File: config.mk
export PLATFORM = sky130hd
export DESIGN_NAME = rotary_encoder_event_unit
export DESIGN_NICKNAME = d
export VERILOG_FILES = /design/src/hw/rtl/reeu_pkg.sv /design/src/hw/rtl/rotary_encoder_event_unit.sv
export SDC_FILE = /design/constraint.sdc
export NUM_CORES = 1
export LEC_CHECK = 0
export ABC_AREA = 0
export BUFFER_PORTS_ARGS = -buffer_cell sky130_fd_sc_hd__buf_4
export CORE_MARGIN = 4
export CORE_UTILIZATION = 65
export CTS_BUF_LIST = sky130_fd_sc_hd__clkbuf_4
export DETAILED_ROUTE_END_ITERATION = 12
export PLACE_DENSITY = 0.91
export SLEW_MARGIN = 20
export SYNTH_ARGS = -nofsm -noshare
export SYNTH_HDL_FRONTEND = slang
export SYNTH_SLANG_ARGS = --single-unit
export TNS_END_PERCENT = 10
File: constraint.sdc
create_clock -name i_clk -period 8.9 [get_ports i_clk]
set_clock_uncertainty 0.2 [all_clocks]
set_input_delay 2.67 -clock i_clk [delete_from_list [all_inputs] [get_ports i_clk]]
set_output_delay 2.67 -clock i_clk [all_outputs]
set_load 0.05 [all_outputs]
File: src/hw/rtl/reeu_pkg.sv
// Shared constants, codes and helpers for the rotary encoder event unit.
package reeu_pkg;

    localparam int NUM_ENC = 2;
    localparam int ENC_W   = 1;

    localparam int STEPS_W = 4;
    localparam int TICKS_W = 24;
    localparam int CFG_W   = 24;

    localparam logic [STEPS_W-1:0] STEPS_RST = 4'd4;
    localparam logic [TICKS_W-1:0] TICKS_RST = 24'd200000;
    localparam logic [STEPS_W-1:0] COUNT_MAX = 4'd15;

    // register indexes
    localparam logic CFG_IDX_STEPS   = 1'b0;
    localparam logic CFG_IDX_LOCKOUT = 1'b1;

    // request types
    localparam logic [1:0] REQ_PHASE = 2'd0;
    localparam logic [1:0] REQ_PRESS = 2'd1;
    localparam logic [1:0] REQ_TICK  = 2'd2;

    // event kinds
    localparam logic [1:0] KIND_SWITCH = 2'd0;
    localparam logic [1:0] KIND_CW     = 2'd1;
    localparam logic [1:0] KIND_CCW    = 2'd2;

    // next code in the forward Gray sequence 00->01->11->10->00
    function automatic logic [1:0] next_fwd(input logic [1:0] code);
        logic [1:0] nxt;
        case (code)
            2'd0:    nxt = 2'd1;
            2'd1:    nxt = 2'd3;
            2'd3:    nxt = 2'd2;
            default: nxt = 2'd0;
        endcase
        return nxt;
    endfunction

    function automatic logic [STEPS_W-1:0] bump(input logic [STEPS_W-1:0] c);
        return (c < COUNT_MAX) ? c + 1'b1 : COUNT_MAX;
    endfunction

endpackage

File: src/hw/rtl/rotary_encoder_event_unit.sv
// Rotary encoder event unit: quadrature decode, step counting, switch lockout.
//
// Takes one request per clock on s_axis, unless m_axis back-pressure stalls
// it: phase changes and switch presses for reeu_pkg::NUM_ENC encoders, plus
// time ticks for the shared switch lockout. Each request passes an input
// register and then a result register before its result appears on m_axis,
// and a new request can be taken while the last is still in the result
// register. A request that produces no event still moves through both stages
// but leaves nothing on m_axis. The combinational update of the per-encoder
// counts between the two registers sets the rate; back-pressure from
// m_axis_tready reaches s_axis_tready in the same cycle, so a stalled result
// register holds one request back in the input register and no more.
// Counts saturate at 15 and a steps register of zero behaves as one; a press
// during lockout is dropped without restarting it. Configuration writes on the
// i_cfg port take effect at once and are meant for idle periods only.
module rotary_encoder_event_unit (
    input  logic                       i_clk,
    input  logic                       i_rst_n,
    // configuration
    input  logic                       i_cfg_we,
    input  logic                       i_cfg_idx,
    input  logic [reeu_pkg::CFG_W-1:0] i_cfg_data,
    // requests
    input  logic                       s_axis_tvalid,
    output logic                       s_axis_tready,
    input  logic [7:0]                 s_axis_tdata,   // [0] encoder_id, [2:1] phase_code
    input  logic [1:0]                 s_axis_tuser,   // [1:0] req_type
    // events
    output logic                       m_axis_tvalid,
    input  logic                       m_axis_tready,
    output logic [7:0]                 m_axis_tdata,   // [0] event_encoder
    output logic [1:0]                 m_axis_tuser    // [1:0] event_kind
);

    // configuration registers
    logic [reeu_pkg::STEPS_W-1:0] r_steps;
    logic [reeu_pkg::TICKS_W-1:0] r_ticks;

    // input stage
    logic                         r_in_valid;
    logic [1:0]                   r_in_type;
    logic [reeu_pkg::ENC_W-1:0]   r_in_enc;
    logic [1:0]                   r_in_code;

    // result stage
    logic                         r_out_valid;
    logic [reeu_pkg::ENC_W-1:0]   r_out_enc;
    logic [1:0]                   r_out_kind;

    // per-encoder and lockout state
    logic [1:0]                   r_last  [reeu_pkg::NUM_ENC];
    logic [reeu_pkg::STEPS_W-1:0] r_fwd   [reeu_pkg::NUM_ENC];
    logic [reeu_pkg::STEPS_W-1:0] r_rev   [reeu_pkg::NUM_ENC];
    logic                         r_lock_active;
    logic [reeu_pkg::TICKS_W-1:0] r_lock_elapsed;

    // next values from the update logic
    logic [reeu_pkg::STEPS_W-1:0] n_fwd;
    logic [reeu_pkg::STEPS_W-1:0] n_rev;
    logic                         n_phase_wr;
    logic                         n_lock_active;
    logic [reeu_pkg::TICKS_W-1:0] n_lock_elapsed;
    logic                         n_evt;
    logic [1:0]                   n_kind;

    logic advance;
    logic enc_ok;

    // input stage moves on when the result stage is free or being emptied
    assign advance       = r_in_valid && (!r_out_valid || m_axis_tready);
    assign s_axis_tready = !r_in_valid || advance;

    assign enc_ok = (32'(r_in_enc) < reeu_pkg::NUM_ENC);

    always_comb begin
        logic [1:0]                   prev;
        logic [reeu_pkg::STEPS_W-1:0] need;
        logic [reeu_pkg::STEPS_W-1:0] f;
        logic [reeu_pkg::STEPS_W-1:0] r;
        logic [reeu_pkg::TICKS_W-1:0] el;

        prev = r_last[r_in_enc];
        need = (r_steps == '0) ? reeu_pkg::STEPS_W'(1) : r_steps;
        f    = r_fwd[r_in_enc];
        r    = r_rev[r_in_enc];
        el   = r_lock_elapsed + 1'b1;

        n_phase_wr     = 1'b0;
        n_lock_active  = r_lock_active;
        n_lock_elapsed = r_lock_elapsed;
        n_evt          = 1'b0;
        n_kind         = reeu_pkg::KIND_SWITCH;

        case (r_in_type)
            reeu_pkg::REQ_PHASE: begin
                if (enc_ok) begin
                    n_phase_wr = 1'b1;
                    if (reeu_pkg::next_fwd(prev) == r_in_code) begin
                        f = reeu_pkg::bump(f);
                        r = '0;
                    end else if (reeu_pkg::next_fwd(r_in_code) == prev) begin
                        r = reeu_pkg::bump(r);
                        f = '0;
                    end
                    // clockwise wins when both counts are at the threshold
                    if (f >= need) begin
                        f      = '0;
                        n_evt  = 1'b1;
                        n_kind = reeu_pkg::KIND_CW;
                    end else if (r >= need) begin
                        r      = '0;
                        n_evt  = 1'b1;
                        n_kind = reeu_pkg::KIND_CCW;
                    end
                end
            end
            reeu_pkg::REQ_PRESS: begin
                if (enc_ok && !r_lock_active) begin
                    n_lock_active  = 1'b1;
                    n_lock_elapsed = '0;
                    n_evt          = 1'b1;
                    n_kind         = reeu_pkg::KIND_SWITCH;
                end
            end
            reeu_pkg::REQ_TICK: begin
                if (r_lock_active) begin
                    if (el >= r_ticks) begin
                        n_lock_active  = 1'b0;
                        n_lock_elapsed = '0;
                    end else begin
                        n_lock_elapsed = el;
                    end
                end
            end
            default: begin
                // unused request type: dropped
            end
        endcase

        n_fwd = f;
        n_rev = r;
    end

    // configuration
    always_ff @(posedge i_clk) begin
        if (!i_rst_n) begin
            r_steps <= reeu_pkg::STEPS_RST;
            r_ticks <= reeu_pkg::TICKS_RST;
        end else if (i_cfg_we) begin
            case (i_cfg_idx)
                reeu_pkg::CFG_IDX_STEPS:   r_steps <= i_cfg_data[reeu_pkg::STEPS_W-1:0];
                reeu_pkg::CFG_IDX_LOCKOUT: r_ticks <= i_cfg_data[reeu_pkg::TICKS_W-1:0];
                default: ;
            endcase
        end
    end

    // input register
    always_ff @(posedge i_clk) begin
        if (!i_rst_n) begin
            r_in_valid <= 1'b0;
        end else if (s_axis_tready) begin
            r_in_valid <= s_axis_tvalid;
        end
    end

    always_ff @(posedge i_clk) begin
        if (s_axis_tvalid && s_axis_tready) begin
            r_in_type <= s_axis_tuser;
            r_in_enc  <= s_axis_tdata[0];
            r_in_code <= s_axis_tdata[2:1];
        end
    end

    // result register
    always_ff @(posedge i_clk) begin
        if (!i_rst_n) begin
            r_out_valid <= 1'b0;
        end else if (advance) begin
            r_out_valid <= n_evt;
        end else if (m_axis_tready) begin
            r_out_valid <= 1'b0;
        end
    end

    always_ff @(posedge i_clk) begin
        if (advance && n_evt) begin
            r_out_enc  <= r_in_enc;
            r_out_kind <= n_kind;
        end
    end

    // state update
    always_ff @(posedge i_clk) begin
        if (!i_rst_n) begin
            for (int i = 0; i < reeu_pkg::NUM_ENC; i++) begin
                r_last[i] <= '0;
                r_fwd[i]  <= '0;
                r_rev[i]  <= '0;
            end
            r_lock_active  <= 1'b0;
            r_lock_elapsed <= '0;
        end else if (advance) begin
            if (n_phase_wr) begin
                r_last[r_in_enc] <= r_in_code;
                r_fwd[r_in_enc]  <= n_fwd;
                r_rev[r_in_enc]  <= n_rev;
            end
            r_lock_active  <= n_lock_active;
            r_lock_elapsed <= n_lock_elapsed;
        end
    end

    assign m_axis_tvalid = r_out_valid;
    assign m_axis_tdata  = {7'b0, r_out_enc};
    assign m_axis_tuser  = r_out_kind;

    // lockout counter sits at zero whenever the lockout is off
    a_lock_idle: assert property (@(posedge i_clk) disable iff (!i_rst_n)
        !r_lock_active |-> (r_lock_elapsed == '0))
        else $error("lockout counter running while lockout inactive");

    // a request held in the input stage is not lost while the output stalls
    a_in_hold: assert property (@(posedge i_clk) disable iff (!i_rst_n)
        (r_in_valid && !advance) |=> r_in_valid)
        else $error("stalled request dropped from input stage");

    // every switch event leaves the lockout running
    a_switch_lock: assert property (@(posedge i_clk) disable iff (!i_rst_n)
        (advance && n_evt && (n_kind == reeu_pkg::KIND_SWITCH)) |=> r_lock_active)
        else $error("switch event issued without starting lockout");

    // only one direction count can be non-zero per encoder
    for (genvar g = 0; g < reeu_pkg::NUM_ENC; g++) begin : g_dir_chk
        a_one_dir: assert property (@(posedge i_clk) disable iff (!i_rst_n)
            (r_fwd[g] == '0) || (r_rev[g] == '0))
            else $error("forward and reverse counts both non-zero");
    end

endmodule
* Word-level counts from Yosys, hierarchy flattened
Memories as Yosys holds them, arrays and structs flattened. A register that Yosys moved wholly into a read port is not among the register bits.
Index checks and enable logic that the tools add are counted.
** Word-level totals
- Memories :: 3
- Register bits after elaboration :: 63
- Latch bits :: 0
- Output and inout port bits :: 12
- Memory bits (read-only) :: 0
- Word-level logic and storage cells :: 108
- Memory bits (writable) :: 20
- Bits of input ports :: 40
** Memory list
- r_fwd :: words 2, bits a word 4, read ports 1, clocked after memory_dff 1, wr ports 2, RTL line rotary_encoder_event_unit.sv:52 : logic [reeu_pkg::STEPS_W-1:0] r_fwd [reeu_pkg::NUM_ENC];
- r_rev :: words 2, bits a word 4, read ports 1, clocked after memory_dff 1, wr ports 2, RTL line rotary_encoder_event_unit.sv:53 : logic [reeu_pkg::STEPS_W-1:0] r_rev [reeu_pkg::NUM_ENC];
- r_last :: words 2, bits a word 2, read ports 1, clocked after memory_dff 1, wr ports 2, RTL line rotary_encoder_event_unit.sv:51 : logic [1:0] r_last [reeu_pkg::NUM_ENC];
** Operators by class
- Div/mod/pow operators :: 0
- Multiply operators :: 0
- Magnitude comparators :: 5
- Bitwise operators :: 2
- Multiplexer cells :: 52
- Eq/ne operators :: 10
- Reductions and logical operators :: 21
- $add $sub $neg :: 3
- Shift-type cells :: 0
** Operators by type and width (count)
- two-way mux 24 bit :: 3
- two-way mux 4 bit :: 16
- one-hot mux 24 bit (2 select lines) :: 1
- adder 24 x 1 -> 24 bit, second input constant :: 1
- greater-or-equal comparator 24 bit :: 1
- two-way mux 1 bit :: 23
- one-hot mux 2 bit (3 select lines) :: 2
- two-way mux 2 bit :: 5
- adder 4 x 1 -> 4 bit, second input constant :: 2
- greater-or-equal comparator 4 bit :: 2
- < comparator 4 bit, second input constant :: 2
- OR reduction 4 bit :: 2
- equality test 2 x 1 -> 1 bit, second input constant :: 3
- equality test 2 bit, second input constant :: 3
- zero test 2 bit :: 3
- AND reduction 2 bit :: 3
- equality test 2 bit :: 2
- zero test 4 bit :: 1
- != test 2 bit, second input constant :: 2
- one-hot mux 1 bit (2 select lines) :: 2
- AND reduction 4 bit :: 1
- nonzero test 2 bit :: 2
- OR reduction 2 bit :: 2
- logical AND 1 bit :: 3
- other kinds (3) :: 6

* Logic depth before layout (Yosys ltp)
Gate-level depths: netlist of the first run.
- Depth in word-level cells :: 15
- Depth in mapped cells :: 15
- Depth with buffers taken out :: 14

* Worst setup path before layout of the first run
OpenSTA, ideal clock, no wires.
- Path kind :: input -> output
- From :: in m_axis_tready
- To :: out s_axis_tready
- Data arrival time :: 3149 ps
- Path slack :: 2881 ps
- Buffers on the path :: 0
- Data required time :: 6030 ps
- Stages :: 2
- Path through :: nor2b_1 > nand2_1
** On the way
- Cells in the longest elaborated chain, start to end :: 3
** RTL lines
- start: declaration :: RTL line rotary_encoder_event_unit.sv:30 : input logic m_axis_tready,
- logical OR 1 bit :: RTL line rotary_encoder_event_unit.sv:70 : assign advance = r_in_valid && (!r_out_valid || m_axis_tready);
- logical AND 1 bit :: RTL line rotary_encoder_event_unit.sv:70
- logical OR 1 bit :: RTL line rotary_encoder_event_unit.sv:71 : assign s_axis_tready = !r_in_valid || advance;
- end: declaration :: RTL line rotary_encoder_event_unit.sv:25 : output logic s_axis_tready,
No other way between the ends.

* Final worst setup path of the first run
Same ends and word-level chain as after synthesis.

==> impl_results.md, run 1 <==
* Status: complete, no violations
* Yosys reg bits at 84
* Syn_area_per_cell at 8.474 um^2
* Ranking of synthesized cells by area: dfxtp_1 22%, edfxtp_1 16%, ha_1 9.2%, nand2_1 8.9%, a21boi_0 4.2%
* Synth Area in Simple Gates at 23.09%
* Post-synthesis mux area share at 2.647%
* Most frequent cell after synthesis: nand2_1
* Main combinational cell family by area after synthesis: simple AND/OR/NAND/NOR gates
* Skew-Pair Late Insertion Delay at between 400 and 500 ps
* Pin count of the biggest net entering global routing at between 60 and 70
* Async SR Flop Fraction at 0%
* CP max FO at 3
* Share of layout cells above drive strength 1 at a little under an eighth
* Sequential Area at 1962 um^2
* CTS Root Cell: clkbuf_4
* Post-layout min period at 6157 ps
* CTS Buffer Depth at 2
* Peak Freq at 0.1624 GHz
* Worst-path clk slew at 140 ps
* XOR/XNOR share of the synthesized area at 3.181%
* Final count of negative-setup-slack endpoints at 0
* IO Count at 52
* Ys Warns at 0
* Slew headroom at a little under a third
* Synth Area in Compound Gates at roughly 17%
* H-tree depth at 3
* Initial drt markers at approximately 240
* Post-route ant nets at 0
* Multi-input gate area at 2889 um^2
* Critical path required time at between 6000 and 7000 ps
* Vias/cell at between 5 and 6
* Max Slew Vio Count at 0
* Die extent in x at 97.03 um
* HP Class: reg2reg
* CP arrival at 3290 ps
* Critical path class: in2out
* CTS tree: built
* Max-Cap Viols at 0
* Dominant cell type by area after synthesis: dfxtp_1
* Port-buffer cells at 39
* Gr ovfl total at 0
* Ys flop type: dfxtp_1
* Die area at 9415 um^2
* Remaining DRCs at 0
* Number of synthesized flops with an enable pin at 28
* Mapped Cells at 608
* Cts repair resizes at 0
* Wire per inst at 15.45 um
* Core area at 7727 um^2
* Initial antenna violation count at 0
* Num rows at 32
* Cell area after placement at 5440 um^2
* Fillers at 582
* Critical Path End Type: output pin
* Max VDD drop at 0.00007363 V
* Drt first pass iters at 5
* Synth unique cells at 55
* Sequential area share after synthesis at 38.08%
* Startpoint types: input port
* Setup_tns at 0 ps
* GPL Wtd Cong at roughly 0.94
* CTS hold repair buffers at 0
* Total GRT Usage at 24.46%
* CTS Sinks at 84
* Number of global-route vias before repair at 4264
* Post-Synth Adder-Cell Area at ~9.2%
* Die Span Y at 97.03 um
* Via Count at 4405
* Lkg Pwr at 2.304 nW
* First-pass GRT wire length at a little under 20 mm
* NumNets Final at 711
* WL final at roughly 11 mm
* Cell area after synthesis at between 5000 and 6000 um^2
* Initial Util at between 60% and 70%
* Hold Fails Final Rpt at 0
* RSZ-0062 raised after global routing: false
* Inserted Clock Buffers at 9
* Pwr Density at approximately 130 nW/um^2
* Post-DP HPWL at 8.387 mm
* Slew of the pin with the lowest slew margin at 1046 ps
* Postcts setup bufs at 0
* Yosys top cell area share at roughly 22%
* Design area at 5558 um^2
* Diode count at 0
* Final Cycle Share at 69.18%
* Top post-synthesis cells by count: 122 x nand2_1, 56 x dfxtp_1, 45 x inv_1, 38 x ha_1, 36 x nor2_1
* Area grow syn2layout at 7.868%
-- final timing paths --
| kind | slack [ps] | cells past startpoint | to | from |
|---|---|---|---|---|
| worst max-delay path | 2740 | 4 | s_axis_tready | m_axis_tready |
| worst min register to register | 280 | 2 | r_steps[0] | r_steps[0] |
| worst min-delay path | 280 | 2 | r_steps[0] | r_steps[0] |
| worst max register to register | 4300 | 12 | r_lock_elapsed[18] | r_lock_elapsed[0] |
-- sequential cells by signal, indices dropped and copies added (netlist names), named ones only --
name            flops
r_in_code           2
r_lock_elapsed     24
r_in_type           2
r_in_valid          1
r_last              4
r_steps             4
r_out_enc           1
r_lock_active       1
r_ticks            24
m_axis_tuser        2
r_in_enc            1
r_fwd               8
r_rev               8
m_axis_tvalid       1
-- worst max-delay path, stage by stage --
cell,delay [ps]
buf_4,110
nor2b_1,180
nand2_1,120
buf_4,200
-- layer usage --
layer	track usage (%)	part of all wire [%]	vias to the layer above
li1	-	-	2161
met1	27.61	39	2065
met2	45.28	53	148
met3	4.326	4.8	31
met4	9.611	2.7	0
met5	0	0	-
-- cell usage in the layout (no fill, tap or decap), drive strengths merged, types with 3 or more instances in the layout --
cell and n:
a211o 9, a211oi 3, a21boi 34, a21oi 22, a22oi 4, a31oi 4
and2 16, and3 4, and4 4, buf 39, clkbuf 9, clkinv 3
conb 7, dfxtp 56, edfxtp 28, ha 38, inv 47, mux2 5
mux2i 8, nand2 123, nand2b 6, nand3 21, nand3b 4, nand4 12
nor2 36, nor2b 3, nor3 3, nor4 5, o211ai 9, o21a 4
o21ai 18, o31ai 13, or2 3, or3 5, xnor2 10, xor2 7
-- layout make-up --
| type | instances | area share, % |
|---|---|---|
| flip-flops and latches | 84 | 35.30 |
| inverters | 45 | 3.039 |
| repair buffers | 39 | 5.268 |
| clock buffers | 9 | 1.216 |
| clock inverters | 7 | 0.9005 |
| multi-input cells | 454 | 51.98 |
| well taps | 102 | 2.296 |
-- kinds of logic (layout without fill, tap and decap cells) --
group           Yosys count  in the layout
mux                      13             13
xor+xnor                 17             17
flops                    84             84
buf+inv                  76            100
fa+ha+maj                38             38
compound gates          129            129
simple gates            250            250
other cells               1              7
-- through the flow --
step	total power, mW	setup WS, ps	cells	hold slack (ps)	utilization (%)
after floorplan	0.5123	2881	614	243.1	-
after global placement	0.5378	2805	724	252.0	70.40
after detailed placement	0.5442	2753	724	260.0	70.40
after CTS	0.7400	2745	740	278.8	71.92
after global routing	0.7750	2704	740	297.5	71.92
final	0.7414	2743	740	276.8	71.92
-- report_power, final --
part	internal [mW]	switching, mW	leakage [nW]	total, mW
clock	0.0584	0.145	0.0604	0.204
sequential	0.409	0.00866	0.740	0.418
combinational	0.0464	0.0737	1.50	0.120
(Power assumes the default switching activity.)
==> run 2, diff against run 1 <==
Settings changed: CORE_UTILIZATION 65 to 56, PLACE_DENSITY 0.91 to 0.83.
Clock period 8.9 ns to 5.5 ns, I/O delays scaled along.
==> run 2 against run 1 <==
Against the previous run:
- first-iteration DRC count is 6.3% lower
- register-to-register slack worse by 3400 ps
- global-route usage is 2.8 points lower
- hold slack worse by 2.1 ps
- sequential cell count stayed put
- setup slack worse by 1900 ps
- critical endpoint is now r_lock_elapsed[18]
- largest cell class unchanged
==> impl_results.md, run 2 (synthesized netlist as in run 1, its figures left out) <==
* Fillers at 768 (+32%)
* CTS Sinks at 84 (unchanged)
* Max VDD drop at 0.0001224 V (+66%)
* Remaining DRCs at 0 (unchanged)
* Vias/cell at 5.830 (-2.1%)
* Pin count of the biggest net entering global routing at 62 (unchanged)
* Slew of the pin with the lowest slew margin at 964.3 ps (-81.83 ps)
* First-pass GRT wire length at 19.44 mm (+1.1%)
* Max Slew Vio Count at 0 (unchanged)
* Postcts setup bufs at 0 (unchanged)
* Slew headroom at 35.53% (+5.3 points)
* Die area at 10800 um^2 (+15%)
* Critical path class: reg2reg
* Num rows at 34 (+6.3%)
* Core area at 8848 um^2 (+15%)
* CP arrival at 4770 ps (+1480 ps)
* Wire per inst at 15.42 um (-0.22%)
* CTS Root Cell: clkbuf_4
* Number of global-route vias before repair at 4380 (+2.7%)
* Max-Cap Viols at 0 (unchanged)
* IO Count at 52 (unchanged)
* Post-route ant nets at 0 (unchanged)
* GPL Wtd Cong at 0.8749 (-6.8%)
* Sequential Area at 1962 um^2 (unchanged)
* Inserted Clock Buffers at 9 (unchanged)
* R2r setup slk at 870 ps (-3430 ps)
* Share of layout cells above drive strength 1 at 11.56% (+0.28 points)
* Post-DP HPWL at 8.380 mm (about the same)
* Worst-path clk slew at 140 ps (about the same)
* Area grow syn2layout at 9.179%
* Skew-Pair Late Insertion Delay at 440 ps (about the same)
* NumNets Final at 713 (+0.28%)
* Post-layout min period at 4635 ps
* Total GRT Usage at 21.67% (-2.8 points)
* WL final at 11.53 mm (+0.86%)
* Initial drt markers at 222 (-6.3%)
* Cts repair resizes at 0 (unchanged)
* P_int at 0.9267 mW (+80%)
* CTS hold repair buffers at 0 (unchanged)
* Status: complete, no violations
* Pre-CTS WS at 979.8 ps (-1773 ps)
* Setup_tns at 0 ps (unchanged)
* Cell area after placement at 5463 um^2 (+0.41%)
* Initial Util at 58.23% (-8.4 points)
* P_sw at 0.3576 mW (+57%)
* Lkg Pwr at 2.334 nW (+1.3%)
* Comb power frac at 15.1% (-1.1 points)
* Die Span Y at 103.9 um (+7.1%)
* CP max FO at 24 (+21)
* H-tree depth at 3 (unchanged)
* Design area at 5625 um^2 (+1.2%)
* Power share of the clock group at 32.3% (+4.8 points)
* Via Count at 4361 (-1.0%)
* Pwr Density at 228.3 nW/um^2 (+71%)
* Final Cycle Share at 84.27%
* Commonest non-fill, non-tap cell in the layout: nand2_1
* Initial antenna violation count at 0 (unchanged)
* Peak Freq at 0.2158 GHz
* Startpoint types: flip-flop
* Diode count at 0 (unchanged)
* CTS Buffer Depth at 2 (unchanged)
* Switch share at 27.84% (-2.8 points)
* Critical path required time at 5640 ps (-390 ps)
* Hold Fails Final Rpt at 0 (unchanged)
* RSZ-0062 raised after global routing: false
* Final count of negative-setup-slack endpoints at 0 (unchanged)
* Port-buffer cells at 39 (unchanged)
* Critical Path End Type: flip-flop
* Gr ovfl total at 0 (unchanged)
* Power, Total at 1.284 mW (+73%)
* Drt first pass iters at 5 (unchanged)
* Final core occ at 63.57% (-8.3 points)
* HP Class: reg2reg
* Die extent in x at 103.9 um (+7.1%)
* Setup WS post-layout at 865.1 ps (-1878 ps)
* CTS tree: built
* Multi-input gate area at 2889 um^2 (unchanged)
* Biggest registers after layout: r_lock_elapsed x24, r_ticks x24
* Flop pwr share at 52.6% (-3.7 points)
* Commonest cells after routing, fill and taps aside: 122 x nand2_1, 56 x dfxtp_1, 45 x inv_1, 41 x buf_4, 38 x ha_1
## run 2: worst paths after layout
kind	start	end	cells after the start
setup / recovery	r_lock_elapsed[0]	r_lock_elapsed[18]	12
hold / removal	r_steps[3]	r_steps[3]	2
setup reg to reg	r_lock_elapsed[0]	r_lock_elapsed[18]	12
hold reg to reg	r_steps[3]	r_steps[3]	2
## run 2: worst max-delay path, stage by stage (launching register included)
cell and delay [ps]:
dfxtp_1 460, ha_1 270, nand4_1 200, nor4_1 650, nand3_1 190, xor2_1 240
inv_1 70, ha_1 280, nand4_1 150, nor4_1 480, o311a_1 890, nor3_1 130
a211o_1 300
## run 2: metal layers
layer	wire, um	up-vias	GRT usage (%)
li1	-	2159	-
met1	4720	2033	25.25
met2	5903	134	37.79
met3	450	35	4.221
met4	459	0	11.11
met5	0	-	0
## run 2: area by class of cell
cell class,count,area share (%)
multi-input combinational,454,51.36
timing repair buffer,41,5.472
clock inverter,6,1.557
sequential,84,34.88
clock buffer,10,1.335
inverter,45,3.003
tap,108,2.402
## run 2: metrics by stage
| step | hold slack [ps] | cells |
|---|---|---|
| after floorplan | 243.1 | 614 |
| after global placement | 253.3 | 732 |
| after detailed placement | 259.7 | 732 |
| after CTS | 277.8 | 748 |
| after global routing | 300.0 | 748 |
| final | 274.7 | 748 |
## run 2: power groups by stage
stage	Sequential (mW)	Combinational, mW	Clock (mW)
floorplan	0.686	0.143	0
global placement	0.689	0.183	0
detailed placement	0.690	0.193	0
CTS	0.676	0.194	0.421
global route	0.679	0.217	0.450
finish	0.676	0.194	0.415
